$ cat src/hdl/utfs_pkg.sv
// Shared types and constants for the UART transmitter with FIFO.
// No dependencies; imported by every module of the block.
`default_nettype none

package utfs_pkg;

    localparam int unsigned DEFAULT_FIFO_DEPTH = 256;
    localparam int unsigned DATA_W             = 8;
    localparam int unsigned QCOUNT_W           = 8;
    localparam int unsigned RESULT_W           = 3 + QCOUNT_W;
    localparam int unsigned OUT_TDATA_W        = 16;
    localparam int unsigned OUT_PAD_W          = OUT_TDATA_W - RESULT_W;
    localparam logic [QCOUNT_W-1:0] QCOUNT_MAX = 8'hFF;

    localparam logic CMD_TICK  = 1'b0;
    localparam logic CMD_WRITE = 1'b1;

    typedef struct packed {
        logic [QCOUNT_W-1:0] queued_count;
        logic                busy_res;
        logic                accepted;
        logic                line_level;
    } result_t;

endpackage

`default_nettype wire

$ cat src/hdl/utfs_ram.sv
// Byte store of the transmit FIFO: one write port, one registered read port.
// A read of the address being written returns the new byte. Uses utfs_pkg.
`default_nettype none

module utfs_ram #(
    parameter int unsigned DEPTH  = utfs_pkg::DEFAULT_FIFO_DEPTH,
    parameter int unsigned ADDR_W = $clog2(DEPTH)
) (
    input  wire logic                        clk,
    input  wire logic                        we,
    input  wire logic [ADDR_W-1:0]           waddr,
    input  wire logic [utfs_pkg::DATA_W-1:0] wdata,
    input  wire logic [ADDR_W-1:0]           raddr,
    output logic      [utfs_pkg::DATA_W-1:0] rdata
);
    import utfs_pkg::*;

    logic [DATA_W-1:0] mem [DEPTH];

    always_ff @(posedge clk)
    begin
        if (we)
        begin
            mem[waddr] <= wdata;
        end
    end

    always_ff @(posedge clk)
    begin
        if (we && (waddr == raddr))
        begin
            rdata <= wdata;
        end
        else
        begin
            rdata <= mem[raddr];
        end
    end

endmodule

`default_nettype wire

$ cat src/hdl/utfs_outbuf.sv
// Two-entry output buffer for result items, so that input is taken while a
// result waits. Uses result_t from utfs_pkg.
`default_nettype none

module utfs_outbuf (
    input  wire logic              clk,
    input  wire logic              rst_n,
    input  wire logic              in_valid,
    output logic                   in_ready,
    input  wire utfs_pkg::result_t in_item,
    output logic                   out_valid,
    input  wire logic              out_ready,
    output utfs_pkg::result_t      out_item
);
    import utfs_pkg::*;

    logic    head_valid_reg;
    logic    head_valid_next;
    logic    skid_valid_reg;
    logic    skid_valid_next;
    result_t head_reg;
    result_t head_next;
    result_t skid_reg;
    result_t skid_next;
    logic    push;
    logic    pop;

    assign in_ready  = !skid_valid_reg;
    assign out_valid = head_valid_reg;
    assign out_item  = head_reg;
    assign push      = in_valid && !skid_valid_reg;
    assign pop       = head_valid_reg && out_ready;

    always_comb
    begin
        head_valid_next = head_valid_reg;
        skid_valid_next = skid_valid_reg;
        head_next       = head_reg;
        skid_next       = skid_reg;
        if (pop)
        begin
            if (skid_valid_reg)
            begin
                head_next       = skid_reg;
                skid_next       = in_item;
                skid_valid_next = push;
            end
            else
            begin
                head_next       = in_item;
                head_valid_next = push;
            end
        end
        else if (push)
        begin
            if (head_valid_reg)
            begin
                skid_next       = in_item;
                skid_valid_next = 1'b1;
            end
            else
            begin
                head_next       = in_item;
                head_valid_next = 1'b1;
            end
        end
    end

    always_ff @(posedge clk or negedge rst_n)
    begin
        if (!rst_n)
        begin
            head_valid_reg <= 1'b0;
            skid_valid_reg <= 1'b0;
        end
        else
        begin
            head_valid_reg <= head_valid_next;
            skid_valid_reg <= skid_valid_next;
        end
    end

    always_ff @(posedge clk)
    begin
        head_reg <= head_next;
        skid_reg <= skid_next;
    end

endmodule

`default_nettype wire

$ cat src/hdl/uart_tx_fifo_serializer.sv
// A result item is registered in the output buffer before it appears on m_tvalid.
// Throughput: one item per cycle while the output buffer has room; the FIFO store is
// read ahead at the next read pointer, so a dequeue on a tick finds its byte registered.
// Reset (rst_n low, asynchronous) clears pointers, count, serializer and output
// buffer; the line idles high. The FIFO store is not cleared and needs no pass.
// Depends on utfs_pkg, utfs_ram and utfs_outbuf.
`default_nettype none

module uart_tx_fifo_serializer #(
    parameter int unsigned FIFO_DEPTH = utfs_pkg::DEFAULT_FIFO_DEPTH
) (
    input  wire logic                             clk,
    input  wire logic                             rst_n,
    input  wire logic                             s_tvalid,
    output logic                                  s_tready,
    input  wire logic [utfs_pkg::DATA_W-1:0]      s_tdata,   // data_byte
    input  wire logic                             s_tuser,   // command
    input  wire logic                             s_tlast,   // message_end
    output logic                                  m_tvalid,
    input  wire logic                             m_tready,
    // line_level, accepted, busy_res, queued_count[7:0], zero padding
    output logic      [utfs_pkg::OUT_TDATA_W-1:0] m_tdata
);
    import utfs_pkg::*;

    localparam int unsigned PTR_W = $clog2(FIFO_DEPTH);
    localparam int unsigned EXT_W = (PTR_W > QCOUNT_W) ? PTR_W : QCOUNT_W;
    localparam logic [PTR_W-1:0] PTR_LAST = PTR_W'(FIFO_DEPTH - 1);

    typedef enum logic [1:0] {
        PH_IDLE,
        PH_START,
        PH_DATA,
        PH_STOP
    } phase_t;

    phase_t            phase_reg;
    phase_t            phase_next;
    logic [PTR_W-1:0]  write_ptr_reg;
    logic [PTR_W-1:0]  write_ptr_next;
    logic [PTR_W-1:0]  read_ptr_reg;
    logic [PTR_W-1:0]  read_ptr_next;
    logic [PTR_W-1:0]  count_reg;
    logic [PTR_W-1:0]  count_next;
    logic [DATA_W-1:0] shift_reg;
    logic [DATA_W-1:0] shift_next;
    logic [2:0]        bit_index_reg;
    logic [2:0]        bit_index_next;
    logic              line_reg;
    logic              line_next;
    logic              dropping_reg;
    logic              dropping_next;

    logic              accept;
    logic              wr_en;
    logic              enq_ok;
    logic [DATA_W-1:0] ram_rdata;
    logic [EXT_W-1:0]  count_ext;
    logic              res_ready;
    result_t           res;
    result_t           out_item;

    function automatic logic [PTR_W-1:0] ptr_inc(input logic [PTR_W-1:0] p);
        return (p == PTR_LAST) ? '0 : p + 1'b1;
    endfunction

    assign accept   = s_tvalid && s_tready;
    assign s_tready = res_ready;

    always_comb
    begin
        phase_next     = phase_reg;
        write_ptr_next = write_ptr_reg;
        read_ptr_next  = read_ptr_reg;
        count_next     = count_reg;
        shift_next     = shift_reg;
        bit_index_next = bit_index_reg;
        line_next      = line_reg;
        dropping_next  = dropping_reg;
        wr_en          = 1'b0;
        enq_ok         = 1'b0;
        if (accept)
        begin
            if (s_tuser == CMD_WRITE)
            begin
                if (dropping_reg)
                begin
                    if (s_tlast)
                    begin
                        dropping_next = 1'b0;
                    end
                end
                else if (count_reg == PTR_LAST)
                begin
                    dropping_next = !s_tlast;
                end
                else
                begin
                    wr_en          = 1'b1;
                    enq_ok         = 1'b1;
                    write_ptr_next = ptr_inc(write_ptr_reg);
                    count_next     = count_reg + 1'b1;
                end
            end
            else
            begin
                case (phase_reg)
                    PH_IDLE:
                    begin
                        if (count_reg != '0)
                        begin
                            shift_next    = ram_rdata;
                            read_ptr_next = ptr_inc(read_ptr_reg);
                            count_next    = count_reg - 1'b1;
                            line_next     = 1'b0;
                            phase_next    = PH_DATA;
                        end
                    end
                    PH_START:
                    begin
                        line_next  = 1'b0;
                        phase_next = PH_DATA;
                    end
                    PH_DATA:
                    begin
                        line_next  = shift_reg[0];
                        shift_next = {1'b0, shift_reg[DATA_W-1:1]};
                        if (bit_index_reg == 3'd7)
                        begin
                            bit_index_next = '0;
                            phase_next     = PH_STOP;
                        end
                        else
                        begin
                            bit_index_next = bit_index_reg + 1'b1;
                        end
                    end
                    PH_STOP:
                    begin
                        line_next  = 1'b1;
                        phase_next = PH_IDLE;
                    end
                    default:
                    begin
                        phase_next = PH_IDLE;
                    end
                endcase
            end
        end
    end

    always_comb
    begin
        count_ext        = EXT_W'(count_next);
        res.line_level   = line_next;
        res.accepted     = enq_ok;
        res.busy_res     = (phase_next != PH_IDLE);
        if (count_ext > EXT_W'(QCOUNT_MAX))
        begin
            res.queued_count = QCOUNT_MAX;
        end
        else
        begin
            res.queued_count = count_ext[QCOUNT_W-1:0];
        end
    end

    always_ff @(posedge clk or negedge rst_n)
    begin
        if (!rst_n)
        begin
            phase_reg     <= PH_IDLE;
            write_ptr_reg <= '0;
            read_ptr_reg  <= '0;
            count_reg     <= '0;
            shift_reg     <= '0;
            bit_index_reg <= '0;
            line_reg      <= 1'b1;
            dropping_reg  <= 1'b0;
        end
        else
        begin
            phase_reg     <= phase_next;
            write_ptr_reg <= write_ptr_next;
            read_ptr_reg  <= read_ptr_next;
            count_reg     <= count_next;
            shift_reg     <= shift_next;
            bit_index_reg <= bit_index_next;
            line_reg      <= line_next;
            dropping_reg  <= dropping_next;
        end
    end

    utfs_ram #(
        .DEPTH  (FIFO_DEPTH),
        .ADDR_W (PTR_W)
    ) u_ram (
        .clk   (clk),
        .we    (wr_en),
        .waddr (write_ptr_reg),
        .wdata (s_tdata),
        .raddr (read_ptr_next),
        .rdata (ram_rdata)
    );

    utfs_outbuf u_outbuf (
        .clk       (clk),
        .rst_n     (rst_n),
        .in_valid  (s_tvalid),
        .in_ready  (res_ready),
        .in_item   (res),
        .out_valid (m_tvalid),
        .out_ready (m_tready),
        .out_item  (out_item)
    );

    assign m_tdata = {OUT_PAD_W'(0), out_item.queued_count, out_item.busy_res,
                      out_item.accepted, out_item.line_level};

endmodule

`default_nettype wire

$ cat config.mk
export PLATFORM = sky130hd
export DESIGN_NAME = uart_tx_fifo_serializer
export DESIGN_NICKNAME = d
export VERILOG_FILES = /design/src/hdl/utfs_pkg.sv /design/src/hdl/utfs_ram.sv /design/src/hdl/utfs_outbuf.sv /design/src/hdl/uart_tx_fifo_serializer.sv
export SDC_FILE = /design/constraint.sdc
export NUM_CORES = 2
export LEC_CHECK = 0
export ABC_AREA = 0
export ABC_CLOCK_PERIOD_IN_PS = 4500
export BUFFER_PORTS_ARGS = -buffer_cell sky130_fd_sc_hd__buf_2
export CAP_MARGIN = 5
export CORE_UTILIZATION = 60
export DETAILED_ROUTE_END_ITERATION = 10
export PLACE_DENSITY = 0.76
export SYNTH_ARGS = -nofsm -noshare
export SYNTH_HDL_FRONTEND = slang
export SYNTH_SLANG_ARGS = --single-unit
$ cat constraint.sdc
create_clock -name clk -period 4.5 [get_ports clk]
set_clock_uncertainty 0.15 [all_clocks]
set_input_delay 0.9 -clock clk [delete_from_list [all_inputs] [get_ports clk]]
set_output_delay 0.9 -clock clk [all_outputs]
set_load 0.02 [all_outputs]
# Word level (Yosys, flattened, before mapping)
# Memories as Yosys holds them, arrays and structs flattened. A register that Yosys moved wholly into a read port is not among the register bits.
# Index checks and enable logic that the tools add are counted.
[totals] ff_bits=63 ram_bits=2048 in_bits=14 output_inout_bits=18 wordCells=106 memories=1
[classes] addsub=5 order_cmp=1 n_eq_ne=11 mux=49 bitwise_logic=3 n_reduce_logical=18
[memory_table] memory="u_ram.mem" words=256 word_bits=8 rd=1 rd_clocked_by_memory_dff=1 wr=1 line="utfs_ram.sv:18" text="logic [DATA_W-1:0] mem [DEPTH];"
[ops] op="$mux W8" count=14
[ops] op="$mux W11" count=8
[ops] op="$add A8 B1 Y8 const B" count=3
[ops] op="$eq A8 B8 Y1 const B" count=3
[ops] op="$mux W1" count=19
[ops] op="$pmux W8 S2" count=1
[ops] op="$gt A8 B8 Y1 const B" count=1
[ops] op="$mux W2" count=4
[ops] op="$pmux W2 S4" count=1
[ops] op="$reduce_and A2 Y1" count=4
[ops] op="$reduce_and A4 Y1" count=2
[ops] op="$reduce_bool A2 Y1" count=4
[ops] op="$reduce_bool A8 Y1" count=1
[ops] op="$sub A8 B1 Y8 const B" count=1
[ops] op="$ne A2 B2 Y1 const B" count=3
[ops] op="$reduce_and A3 Y1" count=2
[ops] op="$eq A2 B2 Y1 const B" count=2
[ops] op="$pmux W1 S4" count=1
[ops] op="$add A3 B1 Y3 const B" count=1
[ops] op="$eq A3 B3 Y1 const B" count=1
[ops] op="$mux W3" count=1
[ops] op="$not A1 Y1" count=3
[ops] op="$eq A2 B1 Y1 const B" count=1
[ops] op="$logic_and A1 B1 Y1" count=2
[ops] op="3 further kinds" count=4

# Logic depth before layout (Yosys ltp)
[depth] ltp_word=10 mapped_depth=13 ltp_nobuf=9

# Modules after synthesis
# A second synthesis with hierarchy kept.
[unflattened] hier_cells=4041 hier_area_um2=82907.0
[by_module_without_submodules] mod="utfs_ram" n_inst=1 cells_each=3733 area_per_inst_um2=79556.3 seq_area_each_um2=61659.1
[by_module_without_submodules] mod="uart_tx_fifo_serializer" n_inst=1 cells_each=259 area_per_inst_um2=2394.8 seq_area_each_um2=977.2
[by_module_without_submodules] mod="utfs_outbuf" n_inst=1 cells_each=49 area_per_inst_um2=955.9 seq_area_each_um2=710.7

# Worst setup path before layout
# OpenSTA, ideal clock, no wires.
[synth_timing] kind="in2reg" start="input s_tvalid" end="memory u_ram.mem[223][0], enable pin" setup_time_ns=0.370 t_arrival_ns=2.615 t_required_ns=3.980 slack_ns=1.364 cell_stages=9 n_path_buf=3 cell_sequence="nor2b_1 -> clkbuf_1 -> nand3_1 -> inv_2 -> and3_1 -> buf_2 -> nand2_1 -> buf_2 -> nor2_1"
[synth_between] elab_chain_len=4
[synth_lines] element="start: declaration" line="uart_tx_fifo_serializer.sv:14" text="input wire logic s_tvalid,"
[synth_lines] element="$logic_and A1 B1 Y1" line="uart_tx_fifo_serializer.sv:67" text="assign accept = s_tvalid && s_tready;"
[synth_lines] element="$mux W1"
[synth_lines] element="net enq_ok" line="uart_tx_fifo_serializer.sv:56" text="logic enq_ok;"
[synth_lines] element="$mux W1" line="utfs_ram.sv:22" text="if (we)"
[synth_lines] element="$mux W1 (not written as such)" line="utfs_ram.sv:24" text="mem[waddr] <= wdata;"
[synth_lines] element="end: declaration" line="utfs_ram.sv:18"
# The timed path passes the listed nets, and every way through them passes these cells.

==> metrics.md <==
| Metric | Value |
|---|---|
| Run status | finished, final reports clean |
| Worst Path Max Fanout | 24 |
| Post-route minimum period | 4.240 ns |
| Yosys top cell area share | 0.7479 |
| Post-synth ARST share | 0.01935 |
| Tightest Pin Transition | 1.158 ns |
| Starting density of the core | 0.6045 |
| CP max stage delay | 0.81 ns |
| Worst VDD drop | 0.0003854 V |
| R2R cell count | 8 |
| Syn. warnings | 0 |
| DRC Markers | 0 |
| Dpl cell area | 87270 µm² |
| CTS clk-pin slew, worst paths | 0.06 ns |
| Largest net degree at the start of global routing | 161 |
| Rows | 136 |
| Critical Path End Type | register |
| NetSw | 0.01290 W |
| Cell Area, Synth | 83110 µm² |
| Post-route ant nets | 0 |
| CTS H-Tree Depth | 4 |
| Number of buffers added on ports | 26 |
| Switching share of total power | 0.2649 |
| Yosys top cell by area | edfxtp_1 |
| Critical path class | reg2reg |
| Routed vias/inst | 6.867 |
| Final Hold Viols | 0 |
| Layout Cell Area excl Fill | 93730 µm² |
| Routed wire per std cell | 32.96 µm |
| Layout cells sized above 1 | 0.2688 |
| Clock power share | 0.344 |
| RSZ-0062 raised after global routing | no |
| Multi-input combinational cell area | 18190 µm² |
| Synth Area per Inst | 20.67 µm² |
| Largest register FFs | 2048 |
| CTS hold repair buffers | 0 |
| Max-Cap Viols | 0 |
| Post-synth EDFFs | 2070 |
| Max Buffers Root-to-Sink | 3 |
| Logic gate share of total power | 0.197 |
| Routed wire length | 209.2 mm |
| Register area share after synthesis | 0.7622 |
| Core area | 137500 µm² |
| Final core occ | 0.6817 |
| Pwr dens | 519.5 nW/µm² |
| Fillers | 8230 |
| Die H | 374.2 µm |
| CTS Sinks | 2119 |
| Total GRT Usage | 0.3029 |
| FF+latch count, synth | 2119 |
| CTS tree | done |
| Peak Freq | 235.8 MHz |
| Die ar. | 140000 µm² |
| Critical Path Start Type | register |
| Setup violators final | 0 |
| Placer congestion estimate | 0.9017 |
| Postcts setup bufs | 0 |
| Dpl hpwl | 127.1 mm |
| Worst-skew pair later-pin latency | 0.85 ns |
| Post-CTS sizing | 0 |
| Total gr overflow | 0 |
| Initial antenna violation count | 4 |
| Crit path max-delay cell type | dfxtp_4 |
| Pint | 0.03580 W |
| Cell leakage power | 29.55 nW |
| DIE WIDTH | 374.2 µm |
| Cell Chain, Critical Path | buf_4, mux4_2, nor2b_1, a211oi_1, a31oi_1, o22ai_1, nor4_1, a221o_1 |
| Max Slew Vio Count | 0 |
| FF/Latch Area | 63360 µm² |
| Vias post-DR | 43590 |
| Min Hold Slack | 0.07530 ns |
| First-pass GRT wire length | 302.9 mm |
| DRT iter0 DRCs | 6939 |
| Post-Syn Instances | 4020 |
| Setup TNS Final | 0 ns |
| Final period util | 0.9423 |
| Vias in the first global route | 43140 |
| IO Pins | 32 |
| Critical Path AT | 4.83 ns |
| Predominant post-synthesis flop cell | edfxtp_1 |
| Max_slew headroom | 0.2082 |
| Worst hold path class | in2async |
| Detailed-router iteration count before antenna repair | 6 |
| Root Driver | clkbuf_16 |
| Nets | 4413 |
| Num CTS Buffers | 200 |
| Synth area leaders | edfxtp_1 75%, mux4_2 13%, mux2i_1 1.6%, nor2_1 1.4%, dfrtp_1 1.2% |
| CP required | 5.09 ns |
| Area grow syn2layout | 12.78% |
| Number of library cell types mapped by synthesis | 83 |
| Flop pwr share | 0.459 |
==> per-stage QoR <==
stage | total power [W] | setup slack [ns] | instances
finish | 0.04870 | 0.2598 | 6348
global route | 0.04999 | 0.1975 | 6347
CTS | 0.04876 | 0.4056 | 6347
detailed placement | 0.03223 | 0.4858 | 5978
global placement | 0.03212 | 0.5678 | 5978
floorplan | 0.02946 | 1.364 | 4024
==> cell families after synthesis <==
kind of cell             count (synthesis)  synth area share
adder cells (fa/ha/maj)                 13          0.001957
other                                    1        0.00004512
AND/OR/NAND/NOR                        645           0.03453
flip-flops                            2119            0.7622
XOR/XNOR                                10          0.001054
buffers and inverters                  255           0.01947
AO/OA/AOI/OAI                          326           0.02750
multiplexers                           651            0.1533
==> metal layers <==
layer | share of wire | GRT usage
met5 | 0.00016 | 0
met4 | 0.035 | 0.1063
met3 | 0.12 | 0.07401
met2 | 0.48 | 0.4676
met1 | 0.37 | 0.4288
==> power groups by stage <==
| stage | Sequential [W] | Combinational, W | Clock (W) |
|---|---|---|---|
| 4_1_cts | 0.0223 | 0.00959 | 0.0168 |
| 3_3_place_gp | 0.0227 | 0.00938 | 0 |
| 6_report | 0.0223 | 0.00959 | 0.0168 |
| 3_5_place_dp | 0.0227 | 0.00948 | 0 |
| 2_1_floorplan | 0.0225 | 0.00691 | 0 |
| 5_1_grt | 0.0224 | 0.0101 | 0.0176 |
==> worst max-delay path, delay by kind of cell (launching register included) <==
family | cells | cell delay (ns)
buffers and inverters | 1 | 0.41
DFF | 1 | 0.81
and+or+nand+nor | 2 | 0.34
muxes | 1 | 0.55
AOI/OAI and AO/OA | 4 | 1.84
==> cell usage after synthesis (37+ instances only) <==
cell,number
buf_2,67
mux4_2,484
clkbuf_1,81
o21ai_0,48
mux2i_1,131
o22ai_1,42
nor2_1,306
dfrtp_1,40
edfxtp_1,2070
nand2_1,150
a22oi_1,50
a21oi_1,43
nand3_1,37
==> final cells by class <==
| type | count | share of cell area |
|---|---|---|
| antenna | 1 | 0.00002670 |
| tap | 1794 | 0.02395 |
| clock inverter | 108 | 0.01168 |
| inverter | 18 | 0.0007342 |
| multi-input combinational | 1650 | 0.1941 |
| clock buffer | 261 | 0.05727 |
| sequential | 2119 | 0.6760 |
| timing repair buffer | 397 | 0.03626 |
==> layout by cell type, fill, tap and decap left out, drive strengths merged, types with 10 or more instances in the layout <==
cell      Yosys  routed
a211oi       26      26
a21oi        43      43
a221oi       11      11
a22o         10      10
a22oi        50      50
a31oi        14      14
and2         13      13
and3         13      13
buf         156     389
bufinv        0      17
clkbuf       81     269
clkinv        1      71
clkinvlp      0      12
dfrtp        40      40
edfxtp     2070    2070
ha           13      13
inv          17      26
mux2         28      28
mux2i       131     131
mux4        492     492
nand2       150     150
nand2b       13      13
nand3        37      37
nand4        13      13
nor2        306     306
nor2b        26      26
nor3         28      28
nor4         16      16
o21ai        55      55
o221ai       10      10
o22ai        42      42
==> path summary, 6_finish.rpt <==
kind / start / to / slack [ns]
worst max-delay path: register / shift_reg[3] / 0.26
min in group clk: s_tlast / dropping_reg / 0.15
max in group asynchronous: rst_n / write_ptr_reg[4] / 3.43
worst min-delay path: rst_n / count_reg[7] / 0.08
worst max register to register: register / shift_reg[3] / 0.26
worst min register to register: bit_index_reg[2] / bit_index_reg[2] / 0.37
No activity file was read; power rests on OpenSTA's default activity.
